**config.mk**
```make
export PLATFORM = sky130hd
export DESIGN_NAME = csp_out_buf
export DESIGN_NICKNAME = d
export VERILOG_FILES = /design/src/rtl/cone_support_point_core_defines.svh /design/src/rtl/csp_pkg.sv /design/src/rtl/csp_out_buf.sv
export SDC_FILE = /design/constraint.sdc
export NUM_CORES = 1
export LEC_CHECK = 0
export BUFFER_PORTS_ARGS = -buffer_cell sky130_fd_sc_hd__buf_2
export CAP_MARGIN = 20
export CORE_UTILIZATION = 52
export CTS_CLUSTER_SIZE = 30
export DETAILED_ROUTE_END_ITERATION = 10
export GPL_TIMING_DRIVEN = 0
export PLACE_DENSITY = 0.88
export SETUP_SLACK_MARGIN = 0.5
export SLEW_MARGIN = 20
export SYNTH_ARGS = -nofsm -noshare
export SYNTH_HDL_FRONTEND = slang
export SYNTH_SLANG_ARGS = --single-unit
```
**constraint.sdc**
```tcl
create_clock -name clock -period 10.9 [get_ports clock]
set_clock_uncertainty 0.15 [all_clocks]
set_input_delay 1.635 -clock clock [delete_from_list [all_inputs] [get_ports clock]]
set_output_delay 1.635 -clock clock [all_outputs]
set_load 0.05 [all_outputs]
```
**src/rtl/cone_support_point_core_defines.svh**
```systemverilog
// Assertion macros for the cone support point RTL.
`ifndef CONE_SUPPORT_POINT_CORE_DEFINES_SVH
`define CONE_SUPPORT_POINT_CORE_DEFINES_SVH

// Same-cycle implication, sampled on clock, off during reset.
`define CSP_ASSERT_NOW(lbl, ante, cons) \
   lbl: assert property (@(posedge clock) disable iff (reset) (ante) |-> (cons)) \
      else $error("cone support point check failed");

// Next-cycle implication, sampled on clock, off during reset.
`define CSP_ASSERT_NEXT(lbl, ante, cons) \
   lbl: assert property (@(posedge clock) disable iff (reset) (ante) |=> (cons)) \
      else $error("cone support point check failed");

`endif

```
**src/rtl/csp_pkg.sv**
```systemverilog
// Shared constants, register codes and lane types of the cone support point core.
package csp_pkg;

   localparam int WORD_WIDTH   = 32;
   localparam int FRAC_BITS    = 16;
   localparam int SQ_WIDTH     = 2 * WORD_WIDTH;
   localparam int ROOT_WIDTH   = WORD_WIDTH;
   localparam int REM_WIDTH    = ROOT_WIDTH + 2;
   localparam int SQRT_STEPS   = SQ_WIDTH / 2;
   localparam int RADIUS_WIDTH = 31;
   localparam int QH_WIDTH     = 30;
   localparam int SIN_WIDTH    = 17;
   localparam int EPS_WIDTH    = 16;
   localparam int QUOT_WIDTH   = RADIUS_WIDTH;
   localparam int DIV_STEPS    = QUOT_WIDTH;
   localparam int PROD_WIDTH   = WORD_WIDTH + RADIUS_WIDTH;
   localparam int T_WIDTH      = ROOT_WIDTH + SIN_WIDTH;
   localparam int CSR_INDEX_WIDTH = 2;
   localparam int CSR_DATA_WIDTH  = 32;
   localparam int FEAT_WIDTH   = 2;

   localparam logic [WORD_WIDTH-1:0] POS_MAX = {1'b0, {(WORD_WIDTH-1){1'b1}}};

   localparam logic [CSR_INDEX_WIDTH-1:0] CSR_BOTTOM_RADIUS  = 2'd0;
   localparam logic [CSR_INDEX_WIDTH-1:0] CSR_QUARTER_HEIGHT = 2'd1;
   localparam logic [CSR_INDEX_WIDTH-1:0] CSR_SIN_ANGLE      = 2'd2;
   localparam logic [CSR_INDEX_WIDTH-1:0] CSR_EPSILON        = 2'd3;

   localparam logic [FEAT_WIDTH-1:0] FEAT_APEX   = 2'd0;
   localparam logic [FEAT_WIDTH-1:0] FEAT_RIM    = 2'd1;
   localparam logic [FEAT_WIDTH-1:0] FEAT_CENTRE = 2'd2;

   typedef struct packed {
      logic [SQ_WIDTH-1:0]   rad;
      logic [REM_WIDTH-1:0]  rem;
      logic [ROOT_WIDTH-1:0] root;
   } sqrt_lane_type;

   typedef struct packed {
      logic [ROOT_WIDTH-1:0] rem;
      logic [QUOT_WIDTH-1:0] low;
      logic [QUOT_WIDTH-1:0] quot;
   } div_lane_type;

   typedef struct packed {
      logic                  nx;
      logic                  nz;
      logic                  pos;
      logic [WORD_WIDTH-1:0] mx;
      logic [WORD_WIDTH-1:0] my;
      logic [WORD_WIDTH-1:0] mz;
   } dir_side_type;

   typedef struct packed {
      logic [FEAT_WIDTH-1:0] feature;
      logic                  nx;
      logic                  nz;
      logic [ROOT_WIDTH-1:0] s;
   } div_side_type;

   typedef struct packed {
      logic [WORD_WIDTH-1:0] point_x;
      logic [WORD_WIDTH-1:0] point_y;
      logic [WORD_WIDTH-1:0] point_z;
      logic [FEAT_WIDTH-1:0] feature;
   } result_type;

endpackage

```
**src/rtl/csp_out_buf.sv**
```systemverilog
// Two-entry result buffer; full flag is decoded from the registered count.
module csp_out_buf (
   input  logic                clock,
   input  logic                reset,
   input  logic                push,
   input  csp_pkg::result_type push_data,
   input  logic                pop_ready,
   output logic                full,
   output logic                head_valid,
   output csp_pkg::result_type head
);

   logic [1:0]          count_ff;
   logic [1:0]          count_in;
   csp_pkg::result_type slot0_ff;
   csp_pkg::result_type slot1_ff;
   logic                pop;

   assign pop        = head_valid && pop_ready;
   assign head_valid = (count_ff != 2'd0);
   assign full       = (count_ff == 2'd2);
   assign head       = slot0_ff;

   always_comb begin
      count_in = count_ff;
      if (push && !pop) begin
         count_in = count_ff + 2'd1;
      end else if (pop && !push) begin
         count_in = count_ff - 2'd1;
      end
   end

   always_ff @(posedge clock) begin
      if (reset) begin
         count_ff <= 2'd0;
      end else begin
         count_ff <= count_in;
      end
   end

   always_ff @(posedge clock) begin
      if (pop && !push) begin
         slot0_ff <= slot1_ff;
      end else if (push && pop) begin
         slot0_ff <= push_data;
      end else if (push && count_ff == 2'd0) begin
         slot0_ff <= push_data;
      end
      if (push && !pop && count_ff == 2'd1) begin
         slot1_ff <= push_data;
      end
   end

endmodule

```
==> impl_metrics.py <==
metrics = {
    "synth": {
        "synth.area.mux_share_pct": 16.2,
        "synthCells": 329,
        "synthAdderAreaFrac_pct": 1.02,
        "synthXorXnorAreaFrac_pct": 0.119,
        "syn-cell-area_sq_um": 7340,
        "ys_seq_area_share_pct": 80.8,
        "syn_avg_cell_area_sq_um": 22.3,
        "synth_cell_types": 15,
        "yosysTopAreaCellShare_pct": 80.2,
        "synth_area_leaders": "edfxtp_1, mux2_2, mux2_4",
        "synth_top_area_cell": "edfxtp_1",
        "ys_ff_latch": 198,
        "synth_top_family_by_area": "multiplexers",
        "synth_simple_gate_area_share_pct": 0.290,
        "yosys_warnings": 0,
        "synth_compound_area_share_pct": 0.205,
        "syn_nets": 437,
    },
    "detailed_routing": {
        "vias": 3782,
        "firstDrtPassIters": 4,
        "via_per_inst": 5.06,
        "wl_microns": 13800,
        "drtAntennaViolNets": 0,
        "dr_wl_met2_microns": 7360,
        "drc": 0,
        "routed-wl-met3_microns": 784,
        "drt-initial-drc-count": 204,
        "wl_met1_microns": 5470,
        "wl_per_cell_microns": 18.5,
        "highest_layer": "met4",
    },
    "placement": {
        "gp_congestion": 0.718,
        "pre_cts_slack_ns": 7.39,
        "hpwl_microns": 9710,
        "place_area_sq_um": 8720,
        "port_buffers": 201,
    },
    "floorplanning": {
        "io_pins": 202,
        "fp-row-count": 43,
        "floorplan.initialDensity_pct": 53.1,
        "die_width_microns": 121,
        "fp.dieH_microns": 121,
        "dieArea_sq_um": 14600,
        "core_region_area_sq_um": 13800,
    },
    "global_route": {
        "grt_pass1_vias": 4111,
        "grt_max_degree": 58,
        "globalRouteTotalUtil_pct": 19.7,
        "grt_pass1_wl_microns": 21100,
        "grt_overflow": 0,
        "antenna_found_initial": 0,
    },
    "finish": {
        "nFillCells": 953,
        "n_antenna_cell": 0,
        "regArea_sq_um": 5930,
        "drive_gt1_share_pct": 60.7,
        "multi_input_area_sq_um": 1320,
        "nets": 662,
        "utilization_pct": 67.1,
        "postLayoutCellArea_sq_um": 9280,
        "syn_to_final_growth_pct": 26.5,
    },
    "critical_path": {
        "cp.arrival_ns": 1.58,
        "cp-start-kind": "flip-flop",
        "crit_path_max_fanout": 4,
        "cp-end-kind": "primary output",
        "required_ns": 9.12,
        "crit_type": "flip-flop to primary output",
    },
    "clock_network": {
        "cts_made_buffers": 17,
        "postCtsSetupRepairBufs": 0,
        "cts.sinks": 198,
        "clk_pin_slew_worst_paths_ns": 0.07,
        "ctsHoldBuffers": 0,
        "ctsResizeCount": 0,
        "htreeDepth": 4,
        "clock_path_buffers": 2,
        "cts-root-buf": "clkbuf_16",
        "cts_tree": "built",
        "clk_latency_ns": 0.43,
    },
    "power_and_ir_drop": {
        "leakage_nw": 3.56,
        "p_sw_share_pct": 36.7,
        "seqPwrFrac_pct": 43.3,
        "p_per_area_nw_per_um2": 272,
        "clkPwrFrac_pct": 23.7,
        "internal_power_mw": 1.60,
        "peakVddDrop_v": 0.000174,
        "power_frac_comb_pct": 33.0,
        "power.total_mw": 2.52,
        "net-switching-power_uw": 927,
    },
    "sta": {
        "layout_setup_ws_ns": 7.53,
        "slew_violations": 0,
        "setup_viol": 0,
        "finalCritPeriodShare_pct": 30.9,
        "tightest_slew_ns": 0.645,
        "max_slew_margin_pct": 56.9,
        "max_freq_mhz": 297,
        "period_minus_slack_ns": 3.37,
        "hold_viol": 0,
        "rsz0062_at_grt": "false",
    },
    "worst_hold_path": {
        "hold_path.class": "flip-flop to flip-flop",
    },
    "job": {
        "max-cap-violations": 0,
    },
    "outcome": {
        "status": "finished, final reports clean",
    },
}
-- power groups by stage --
stage	sequential (mW)	combinational [mW]	clock (mW)
after CTS	1.09	0.843	0.607
after global placement	1.17	0.764	0
after floorplan	1.56	0.189	0
final	1.09	0.833	0.598
after global routing	1.11	0.871	0.634
after detailed placement	1.11	0.839	0
-- synthesized netlist by cell type --
| cell type | count |
|---|---|
| dfxtp_1 | 2 |
| inv_1 | 6 |
| mux2i_1 | 1 |
| a21oi_1 | 1 |
| nand2_1 | 2 |
| edfxtp_1 | 196 |
| o21ai_0 | 2 |
| buf_6 | 4 |
| mux2_2 | 78 |
| buf_2 | 7 |
| xnor2_1 | 1 |
| and2_1 | 1 |
| mux2_4 | 20 |
| nor2_1 | 2 |
| ha_1 | 6 |
-- worst paths after layout --
kind	start	to	cells after the start	slack, ns
worst max-delay path	count_ff[0]$_SDFFE_PP0P_	head_valid	4	7.53
worst min-delay path	count_ff[0]$_SDFFE_PP0P_	count_ff[0]$_SDFFE_PP0P_	2	0.39
worst max register to register	count_ff[0]$_SDFFE_PP0P_	slot1_ff[73]$_DFFE_PP_	7	8.37
worst min register to register	count_ff[0]$_SDFFE_PP0P_	count_ff[0]$_SDFFE_PP0P_	2	0.39
-- state kept, by name, indices dropped and copies added, names as in the netlist --
signal / cells
head: 98
slot1_ff: 98
count_ff: 2
-- layer usage --
layer | GRT usage [%] | vias to the layer above
met5 | 0 | -
met4 | 6.79 | 0
met3 | 7.03 | 19
met2 | 34.7 | 141
met1 | 22.2 | 1870
li1 | - | 1752
-- stage by stage --
stage               hold slack [ns]  TNS [ns]  std cells
floorplan                     0.318         0        329
global route                  0.413         0        747
detailed placement            0.353         0        715
global placement              0.336   -149.96        710
CTS                           0.394         0        747
finish                        0.393         0        747
-- cells in the final DEF (no fill, tap or decap) --
| master | netlist | routed |
|---|---|---|
| buf_2 | 7 | 208 |
| clkbuf_16 | 0 | 17 |
| o21ai_0 | 2 | 1 |
| buf_6 | 4 | 4 |
| clkinv_1 | 0 | 4 |
| mux2_2 | 78 | 78 |
| clkinvlp_4 | 0 | 3 |
| edfxtp_1 | 196 | 196 |
| clkinv_2 | 0 | 2 |
| mux2i_1 | 1 | 1 |
| ha_1 | 6 | 6 |
| and2_4 | 0 | 1 |
| xnor2_1 | 1 | 1 |
| dfxtp_1 | 2 | 2 |
| inv_6 | 0 | 1 |
| mux2_4 | 20 | 20 |
| bufinv_16 | 0 | 2 |
| nor2_1 | 2 | 2 |
| o21ai_4 | 0 | 1 |
| buf_16 | 0 | 5 |
| clkbuf_1 | 0 | 1 |
| inv_1 | 6 | 6 |
| nand2_1 | 2 | 2 |
| a21oi_1 | 1 | 1 |
| clkinv_4 | 0 | 2 |
-- final cells by class --
| cell class | count | area share (%) |
|---|---|---|
| plain buffers | 11 | 0.863 |
| clock buffers | 18 | 4.62 |
| clock inverters | 14 | 1.44 |
| inverters | 6 | 0.243 |
| multi-input cells | 114 | 14.2 |
| flip-flops and latches | 198 | 63.8 |
| well taps | 180 | 2.43 |
| repair buffers | 206 | 12.3 |
-- logic make-up after synthesis --
kind of cell / count (synthesis)
buffers and inverters: 17
adder cells (fa/ha/maj): 6
XOR/XNOR: 1
flip-flops: 198
AO/OA/AOI/OAI: 3
AND/OR/NAND/NOR: 5
multiplexers: 99
-- worst max-delay path, cell delays in order, from the launching register on --
cell and delay (ns):
dfxtp_1 0.40, inv_1 0.10, ha_1 0.21, inv_1 0.15, buf_2 0.30
No activity file was read; power rests on OpenSTA's default activity.
