$ cat src/rtl/cone_support_point_core_defines.svh
// Assertion macros for the cone support point RTL.
`ifndef CONE_SUPPORT_POINT_CORE_DEFINES_SVH
`define CONE_SUPPORT_POINT_CORE_DEFINES_SVH

// Same-cycle implication, sampled on clock, off during reset.
`define CSP_ASSERT_NOW(lbl, ante, cons) \
   lbl: assert property (@(posedge clock) disable iff (reset) (ante) |-> (cons)) \
      else $error("cone support point check failed");

// Next-cycle implication, sampled on clock, off during reset.
`define CSP_ASSERT_NEXT(lbl, ante, cons) \
   lbl: assert property (@(posedge clock) disable iff (reset) (ante) |=> (cons)) \
      else $error("cone support point check failed");

`endif

$ cat src/rtl/csp_pkg.sv
// Shared constants, register codes and lane types of the cone support point core.
package csp_pkg;

   localparam int WORD_WIDTH   = 32;
   localparam int FRAC_BITS    = 16;
   localparam int SQ_WIDTH     = 2 * WORD_WIDTH;
   localparam int ROOT_WIDTH   = WORD_WIDTH;
   localparam int REM_WIDTH    = ROOT_WIDTH + 2;
   localparam int SQRT_STEPS   = SQ_WIDTH / 2;
   localparam int RADIUS_WIDTH = 31;
   localparam int QH_WIDTH     = 30;
   localparam int SIN_WIDTH    = 17;
   localparam int EPS_WIDTH    = 16;
   localparam int QUOT_WIDTH   = RADIUS_WIDTH;
   localparam int DIV_STEPS    = QUOT_WIDTH;
   localparam int PROD_WIDTH   = WORD_WIDTH + RADIUS_WIDTH;
   localparam int T_WIDTH      = ROOT_WIDTH + SIN_WIDTH;
   localparam int CSR_INDEX_WIDTH = 2;
   localparam int CSR_DATA_WIDTH  = 32;
   localparam int FEAT_WIDTH   = 2;

   localparam logic [WORD_WIDTH-1:0] POS_MAX = {1'b0, {(WORD_WIDTH-1){1'b1}}};

   localparam logic [CSR_INDEX_WIDTH-1:0] CSR_BOTTOM_RADIUS  = 2'd0;
   localparam logic [CSR_INDEX_WIDTH-1:0] CSR_QUARTER_HEIGHT = 2'd1;
   localparam logic [CSR_INDEX_WIDTH-1:0] CSR_SIN_ANGLE      = 2'd2;
   localparam logic [CSR_INDEX_WIDTH-1:0] CSR_EPSILON        = 2'd3;

   localparam logic [FEAT_WIDTH-1:0] FEAT_APEX   = 2'd0;
   localparam logic [FEAT_WIDTH-1:0] FEAT_RIM    = 2'd1;
   localparam logic [FEAT_WIDTH-1:0] FEAT_CENTRE = 2'd2;

   typedef struct packed {
      logic [SQ_WIDTH-1:0]   rad;
      logic [REM_WIDTH-1:0]  rem;
      logic [ROOT_WIDTH-1:0] root;
   } sqrt_lane_type;

   typedef struct packed {
      logic [ROOT_WIDTH-1:0] rem;
      logic [QUOT_WIDTH-1:0] low;
      logic [QUOT_WIDTH-1:0] quot;
   } div_lane_type;

   typedef struct packed {
      logic                  nx;
      logic                  nz;
      logic                  pos;
      logic [WORD_WIDTH-1:0] mx;
      logic [WORD_WIDTH-1:0] my;
      logic [WORD_WIDTH-1:0] mz;
   } dir_side_type;

   typedef struct packed {
      logic [FEAT_WIDTH-1:0] feature;
      logic                  nx;
      logic                  nz;
      logic [ROOT_WIDTH-1:0] s;
   } div_side_type;

   typedef struct packed {
      logic [WORD_WIDTH-1:0] point_x;
      logic [WORD_WIDTH-1:0] point_y;
      logic [WORD_WIDTH-1:0] point_z;
      logic [FEAT_WIDTH-1:0] feature;
   } result_type;

endpackage

$ cat src/rtl/csp_sqrt_cell.sv
// One digit cell of the square root chain: two radicand bits in, one root bit out.
module csp_sqrt_cell (
   input  logic                   clock,
   input  logic                   en,
   input  csp_pkg::sqrt_lane_type src,
   output csp_pkg::sqrt_lane_type dst
);

   logic [csp_pkg::REM_WIDTH+1:0] part;
   logic [csp_pkg::REM_WIDTH+1:0] trial;
   logic [csp_pkg::REM_WIDTH+1:0] diff;
   logic                          ge;
   csp_pkg::sqrt_lane_type        lane_in;
   csp_pkg::sqrt_lane_type        lane_ff;

   always_comb begin
      part  = {src.rem, src.rad[csp_pkg::SQ_WIDTH-1 -: 2]};
      trial = {2'b00, src.root, 2'b01};
      diff  = part - trial;
      ge    = (part >= trial);
      lane_in.rad  = {src.rad[csp_pkg::SQ_WIDTH-3:0], 2'b00};
      lane_in.rem  = ge ? diff[csp_pkg::REM_WIDTH-1:0] : part[csp_pkg::REM_WIDTH-1:0];
      lane_in.root = {src.root[csp_pkg::ROOT_WIDTH-2:0], ge};
   end

   always_ff @(posedge clock) begin
      if (en) begin
         lane_ff <= lane_in;
      end
   end

   assign dst = lane_ff;

endmodule

$ cat config.mk
export PLATFORM = sky130hd
export DESIGN_NAME = csp_sqrt_cell
export DESIGN_NICKNAME = d
export VERILOG_FILES = /design/src/rtl/cone_support_point_core_defines.svh /design/src/rtl/csp_pkg.sv /design/src/rtl/csp_sqrt_cell.sv
export SDC_FILE = /design/constraint.sdc
export NUM_CORES = 1
export LEC_CHECK = 0
export BUFFER_PORTS_ARGS = -buffer_cell sky130_fd_sc_hd__buf_2
export CAP_MARGIN = 20
export CORE_ASPECT_RATIO = 0.9
export CORE_MARGIN = 2
export CORE_UTILIZATION = 40
export CTS_CLUSTER_SIZE = 25
export DETAILED_ROUTE_END_ITERATION = 8
export PLACE_DENSITY = 0.75
export SLEW_MARGIN = 20
export SYNTH_ARGS = -nofsm -noshare
export SYNTH_HDL_FRONTEND = slang
export SYNTH_SLANG_ARGS = --single-unit
export TNS_END_PERCENT = 30
$ cat constraint.sdc
create_clock -name clock -period 3.7 [get_ports clock]
set_input_delay 1.11 -clock clock [delete_from_list [all_inputs] [get_ports clock]]
set_output_delay 1.11 -clock clock [all_outputs]
set_load 0.02 [all_outputs]
==> results of run 1 <==
==> report_power, final <==
part,internal [mW],switching [mW]
Combinational,0.349,0.565
Sequential,1.78,0.0357
Clock,0.985,0.642
==> metal layers <==
layer	vias to the layer above	global-route usage [%]
met3	33	6.44
li1	2455	-
met1	2342	22.9
met2	239	36.2
met5	-	0
met4	0	6.45
==> worst max-delay path by stage <==
| stage | start | end | slack [ns] | depth (start not counted) |
|---|---|---|---|---|
| finish | src[3] | dst[58] | 0.40 | 11 |
| global route | src[3] | dst[58] | 0.24 | 11 |
| CTS | src[3] | dst[58] | 0.45 | 11 |
| detailed placement | src[0] | dst[37] | 0.02 | 11 |
| global placement | src[0] | dst[64] | 0.08 | 12 |
| floorplan | src[9] | dst[59] | 0.33 | 10 |
==> critical path, cell delays in order <==
cell	delay, ns
buf_2	0.09
inv_1	0.04
ha_1	0.37
a21o_1	0.23
or3_1	0.32
o21a_1	0.24
a311oi_2	0.35
o21ai_2	0.18
a31oi_4	0.23
mux2i_1	0.09
a31o_1	0.21
==> area by class of cell <==
cell class / count / area, sq um / share of cell area [%]
sequential: 128 / 3840 / 44.9
multi-input combinational: 321 / 2220 / 25.9
timing repair buffer: 286 / 1520 / 17.7
clock buffer: 17 / 425 / 4.97
tap: 202 / 253 / 2.95
inverter: 43 / 163 / 1.90
clock inverter: 13 / 140 / 1.64
antenna: 1 / 2.50 / 0.0292
==> synthesized netlist by cell type (4+ instances only) <==
cell type | n | area, sq um
edfxtp_1 | 128 | 3840
nand2_1 | 58 | 218
inv_1 | 42 | 158
o21ai_0 | 41 | 205
ha_1 | 34 | 425
a21oi_1 | 28 | 140
a21o_1 | 19 | 143
nor2_1 | 18 | 67.6
xnor2_1 | 14 | 123
xor2_1 | 13 | 114
nor3_1 | 10 | 50.1
buf_2 | 6 | 30.0
nand3_1 | 6 | 30.0
nand4_1 | 6 | 37.5
nand2b_1 | 5 | 31.3
a31oi_1 | 4 | 25.0
clkbuf_1 | 4 | 15.0
mux2i_1 | 4 | 40.0
o21ai_1 | 4 | 20.0
o31ai_1 | 4 | 30.0
==> layout by cell type, fill, tap and decap left out, types with 10 or more instances in the layout <==
cell / instances
buf_2: 258
edfxtp_1: 128
nand2_1: 58
inv_1: 42
o21ai_0: 41
ha_1: 34
a21oi_1: 28
buf_4: 26
a21o_1: 19
nor2_1: 18
clkbuf_16: 17
xnor2_1: 14
xor2_1: 13
nor3_1: 10
==> metrics by stage <==
stage | util [%] | setup slack (ns) | total power [mW] | hold WS (ns) | cells
global placement | 51.8 | 0.0754 | 2.74 | 1.29 | 980
floorplan | - | 0.331 | 2.39 | 1.21 | 508
detailed placement | 51.8 | 0.0221 | 2.75 | 1.29 | 980
global route | 55.5 | 0.237 | 4.54 | 0.842 | 1011
CTS | 55.4 | 0.451 | 4.39 | 0.843 | 1010
finish | 55.5 | 0.402 | 4.35 | 0.858 | 1011
==> logic make-up after synthesis <==
| family | Yosys count | share of synthesized area, % |
|---|---|---|
| DFF | 128 | 60.9 |
| xor gates and xnor gates | 27 | 3.74 |
| adders and majority gates | 34 | 6.74 |
| buffers and inverters | 59 | 4.08 |
| AOI/OAI and AO/OA | 133 | 14.8 |
| muxes | 5 | 0.872 |
| other | 1 | 0.0594 |
| and+or+nand+nor | 120 | 8.88 |
==> results.md, run 1 <==
- Outcome: completed
- Hold WC Path Type: primary input to flip-flop
- Unrepaired setup endpoints after global routing: no
- Slew Viols, Final: 0
- Die boundary width: 136 microns
- PortBufs: 259
- Metal-1 WL: 6470 microns
- Wire length on met3: 1470 microns
- Starting Density: 40.9%
- Type of origin of the critical path: primary input
- # fillers: 1371
- Metal2 WL: 8710 microns
- Post-synthesis cell count: 507
- Crit Path Class: primary input to flip-flop
- Antenna violations before repair: 1
- PD cells: 508 nW/um^2
- CTS tree: yes
- Total grt overflow: 0
- Dpl cell area: 8000 sq um
- #FFs+latches synth: 128
- Post-CTS Resized: 0
- DRC viols: 0
- Setup crit end kind: flip-flop
- Vias in the first global route: 4917
- Slew HR: 52.5%
- Max Fclk: 303 MHz
- Final hold vios: 0
- First-pass GRT wire length: 25400 microns
- Synthesized area per cell: 12.5 sq um
- Via count: 5069
- Seq/Total Area, Yosys: 60.9%
- Routed WL: 17000 microns
- Synth cell types: 62
- # nets final: 963
- Max Used Layer: met4
- Routed WL per cell: 16.8 microns
- Final Cell Area: 8560 sq um
- Critical Path AT: 3.47 ns
- FFs w/ async S/R, synth: 0%
- CTS max path bufs: 2
- Crit Path Max Fanout: 6
- Synth Cell Area: 6310 sq um
- Gpl congestion: 0.912
- CTS Sinks: 128
- Vias per inst: 5.01
- Placement Rows: 43
- Final setup viols: 0
- Hold path cells: 1
- Syn-to-layout area delta: 35.6%
- Required time worst endpoint: 3.88 ns
- Period utilisation layout: 89.1%
- All-Layer GR Usage: 20.2%
- Main synth FF type: edfxtp_1
- Max reg flops: 128
- CTS Buf Count: 17
- Setup TNS: 0 ns
- LEAKAGE: 3.85 nW
- Post-CTS Setup Repair Bufs: 0
- Worst-margin pin slew: 0.712 ns
- Worst Hold End: dst[75]
- Worst hold start: src[73]
- Post-DP HPWL: 13100 microns
- Die Area: 16800 sq um
- Core Area: 15400 sq um
- Max cap viols: 0
- Worst vdd ir: 333 uV
- Drt initial violations: 253
- CTS hold repair buffers: 0
- Top Ports: 262
- Min Tclk post-route: 3.30 ns
- Largest net degree at the start of global routing: 77
- Max H-tree Level: 4
- YS warnings: 0
- Die Y: 123 microns
- Drt pass-1 iters: 5
- Post-route ant nets: 0
- Number of flops mapped to enable cells by yosys: 128
- CTS root buf: clkbuf_16
- Clock slew at reported path FFs: 0.06 ns
- Share of cells above drive strength 1: 41.8%
(Power assumes the default switching activity.)
==> inputs of run 2 (changes only) <==
--- a/config.mk
+++ b/config.mk
@@ -12,6 +12,7 @@
 export CORE_UTILIZATION = 40
 export CTS_CLUSTER_SIZE = 25
 export DETAILED_ROUTE_END_ITERATION = 8
+export MAX_ROUTING_LAYER = met4
 export PLACE_DENSITY = 0.75
 export SLEW_MARGIN = 20
 export SYNTH_ARGS = -nofsm -noshare
==> results.md, run 2 (synthesized netlist as in run 1, its figures left out) <==
- CTS tree: yes
- Hold slack final: 0.855 ns
- Top Ports: 262
- CTS Buf Count: 17
- Post-CTS Setup Repair Bufs: 0
- Clock slew at reported path FFs: 0.06 ns
- Post-CTS Resized: 0
- Drt pass-1 iters: 5
- DRC viols: 0
- Max Fclk: 305 MHz
- PD cells: 509 nW/um^2
- Worst path bufs/invs: 2
- Setup crit end kind: flip-flop
- Routed WL: 17000 microns
- Total grt overflow: 0
- Largest net degree at the start of global routing: 77
- # nets final: 963
- Clock share of power: 37.4%
- Post-DP HPWL: 13100 microns
- Slew HR: 51.9%
- All-Layer GR Usage: 20.8%
- Critical Path AT: 3.46 ns
- LEAKAGE: 3.85 nW
- Required time worst endpoint: 3.88 ns
- CTS root buf: clkbuf_16
- Commonest non-fill, non-tap cell in the layout: buf_2
- Die Y: 123 microns
- Max H-tree Level: 4
- Final hold vios: 0
- Critical Path Slowest Stage Cell: ha_1
- PortBufs: 259
- Die boundary width: 136 microns
- Switching share of power: 28.6%
- CTS hold repair buffers: 0
- Outcome: completed
- Crit-path cells: buf_2 -> inv_1 -> ha_1 -> a21o_1 -> or3_1 -> o21a_1 -> a311oi_2 -> o21ai_2 -> a31oi_4 -> mux2i_1 -> a31o_1
- Int Power: 3.11 mW
- Starting Density: 40.9%
- Gpl congestion: 0.928
- Worst-margin pin slew: 0.722 ns
- Crit-path max cell delay: 0.38 ns
- Vias in the first global route: 4932
- Crit Path Max Fanout: 6
- Worst vdd ir: 333 uV
- Hold WC Path Type: primary input to flip-flop
- Unrepaired setup endpoints after global routing: no
- Syn-to-layout area delta: 35.6%
- Share of cells above drive strength 1: 41.8%
- Drt initial violations: 277
- Core Area: 15400 sq um
- Period utilisation layout: 88.6%
- Sequential Power Share: 41.6%
- Setup TNS: 0 ns
- Crit Path Class: primary input to flip-flop
- Slew Viols, Final: 0
- First-pass GRT wire length: 25300 microns
- Placement Rows: 43
- Type of origin of the critical path: primary input
- Via count: 5067
- Die Area: 16800 sq um
- CTS Sinks: 128
- Vias per inst: 5.01
- CTS max path bufs: 2
- Min Tclk post-route: 3.28 ns
- Most frequent cells in the layout: buf_2 (258), edfxtp_1 (128), nand2_1 (58)
- Part of the power in combinational logic: 21.0%
- Antenna violations before repair: 1
- Routed WL per cell: 16.8 microns
- Final setup viols: 0
- Critical path's top delay family: compound AO/OA/AOI/OAI gates
- Net Sw Power: 1.25 mW
- Max reg flops: 128
- Max cap viols: 0
- Post-route ant nets: 0
run 2: cell counts in the layout (fill, tap and decap cells not counted):
Identical to the previous run, type by type.
run 2: per-stage QoR:
| stage | setup WS (ns) | power, mW | area (sq um) | cells | util, % |
|---|---|---|---|---|---|
| floorplan | 0.331 | 2.39 | 6320 | 508 | - |
| global placement | 0.0754 | 2.74 | 8000 | 980 | 51.8 |
| detailed placement | 0.0221 | 2.75 | 8000 | 980 | 51.8 |
| CTS | 0.451 | 4.39 | 8560 | 1010 | 55.4 |
| global route | 0.237 | 4.54 | 8560 | 1011 | 55.5 |
| finish | 0.422 | 4.35 | 8560 | 1011 | 55.5 |
run 2: worst paths after layout:
path / from / to / slack, ns / cells past startpoint
max: src[3] / dst[58] / 0.42 / 11
min: src[73] / dst[75] / 0.85 / 1
run 2: cell type report:
| type | count | area [sq um] |
|---|---|---|
| clock inverter | 13 | 140 |
| antenna | 1 | 2.50 |
| tap | 202 | 253 |
| timing repair buffer | 286 | 1520 |
| clock buffer | 17 | 425 |
| fill | 1371 | 6880 |
| multi-input combinational | 321 | 2220 |
| inverter | 43 | 163 |
| sequential | 128 | 3840 |
run 2: routing by layer:
metal / part of all wire, % / up-vias / global-route usage, %
met4: 1.9 / 0 / 6.45
met5: 0 / - / -
met1: 39 / 2339 / 23.5
met2: 51 / 243 / 36.1
met3: 7.8 / 29 / 5.70
li1: - / 2456 / -
run 2: power groups by stage:
stage	combinational (mW)	clock, mW	sequential, mW
final	0.916	1.63	1.81
after global routing	0.997	1.72	1.83
after CTS	0.918	1.66	1.81
after detailed placement	0.911	0	1.84
after global placement	0.899	0	1.84
after floorplan	0.356	0	2.04
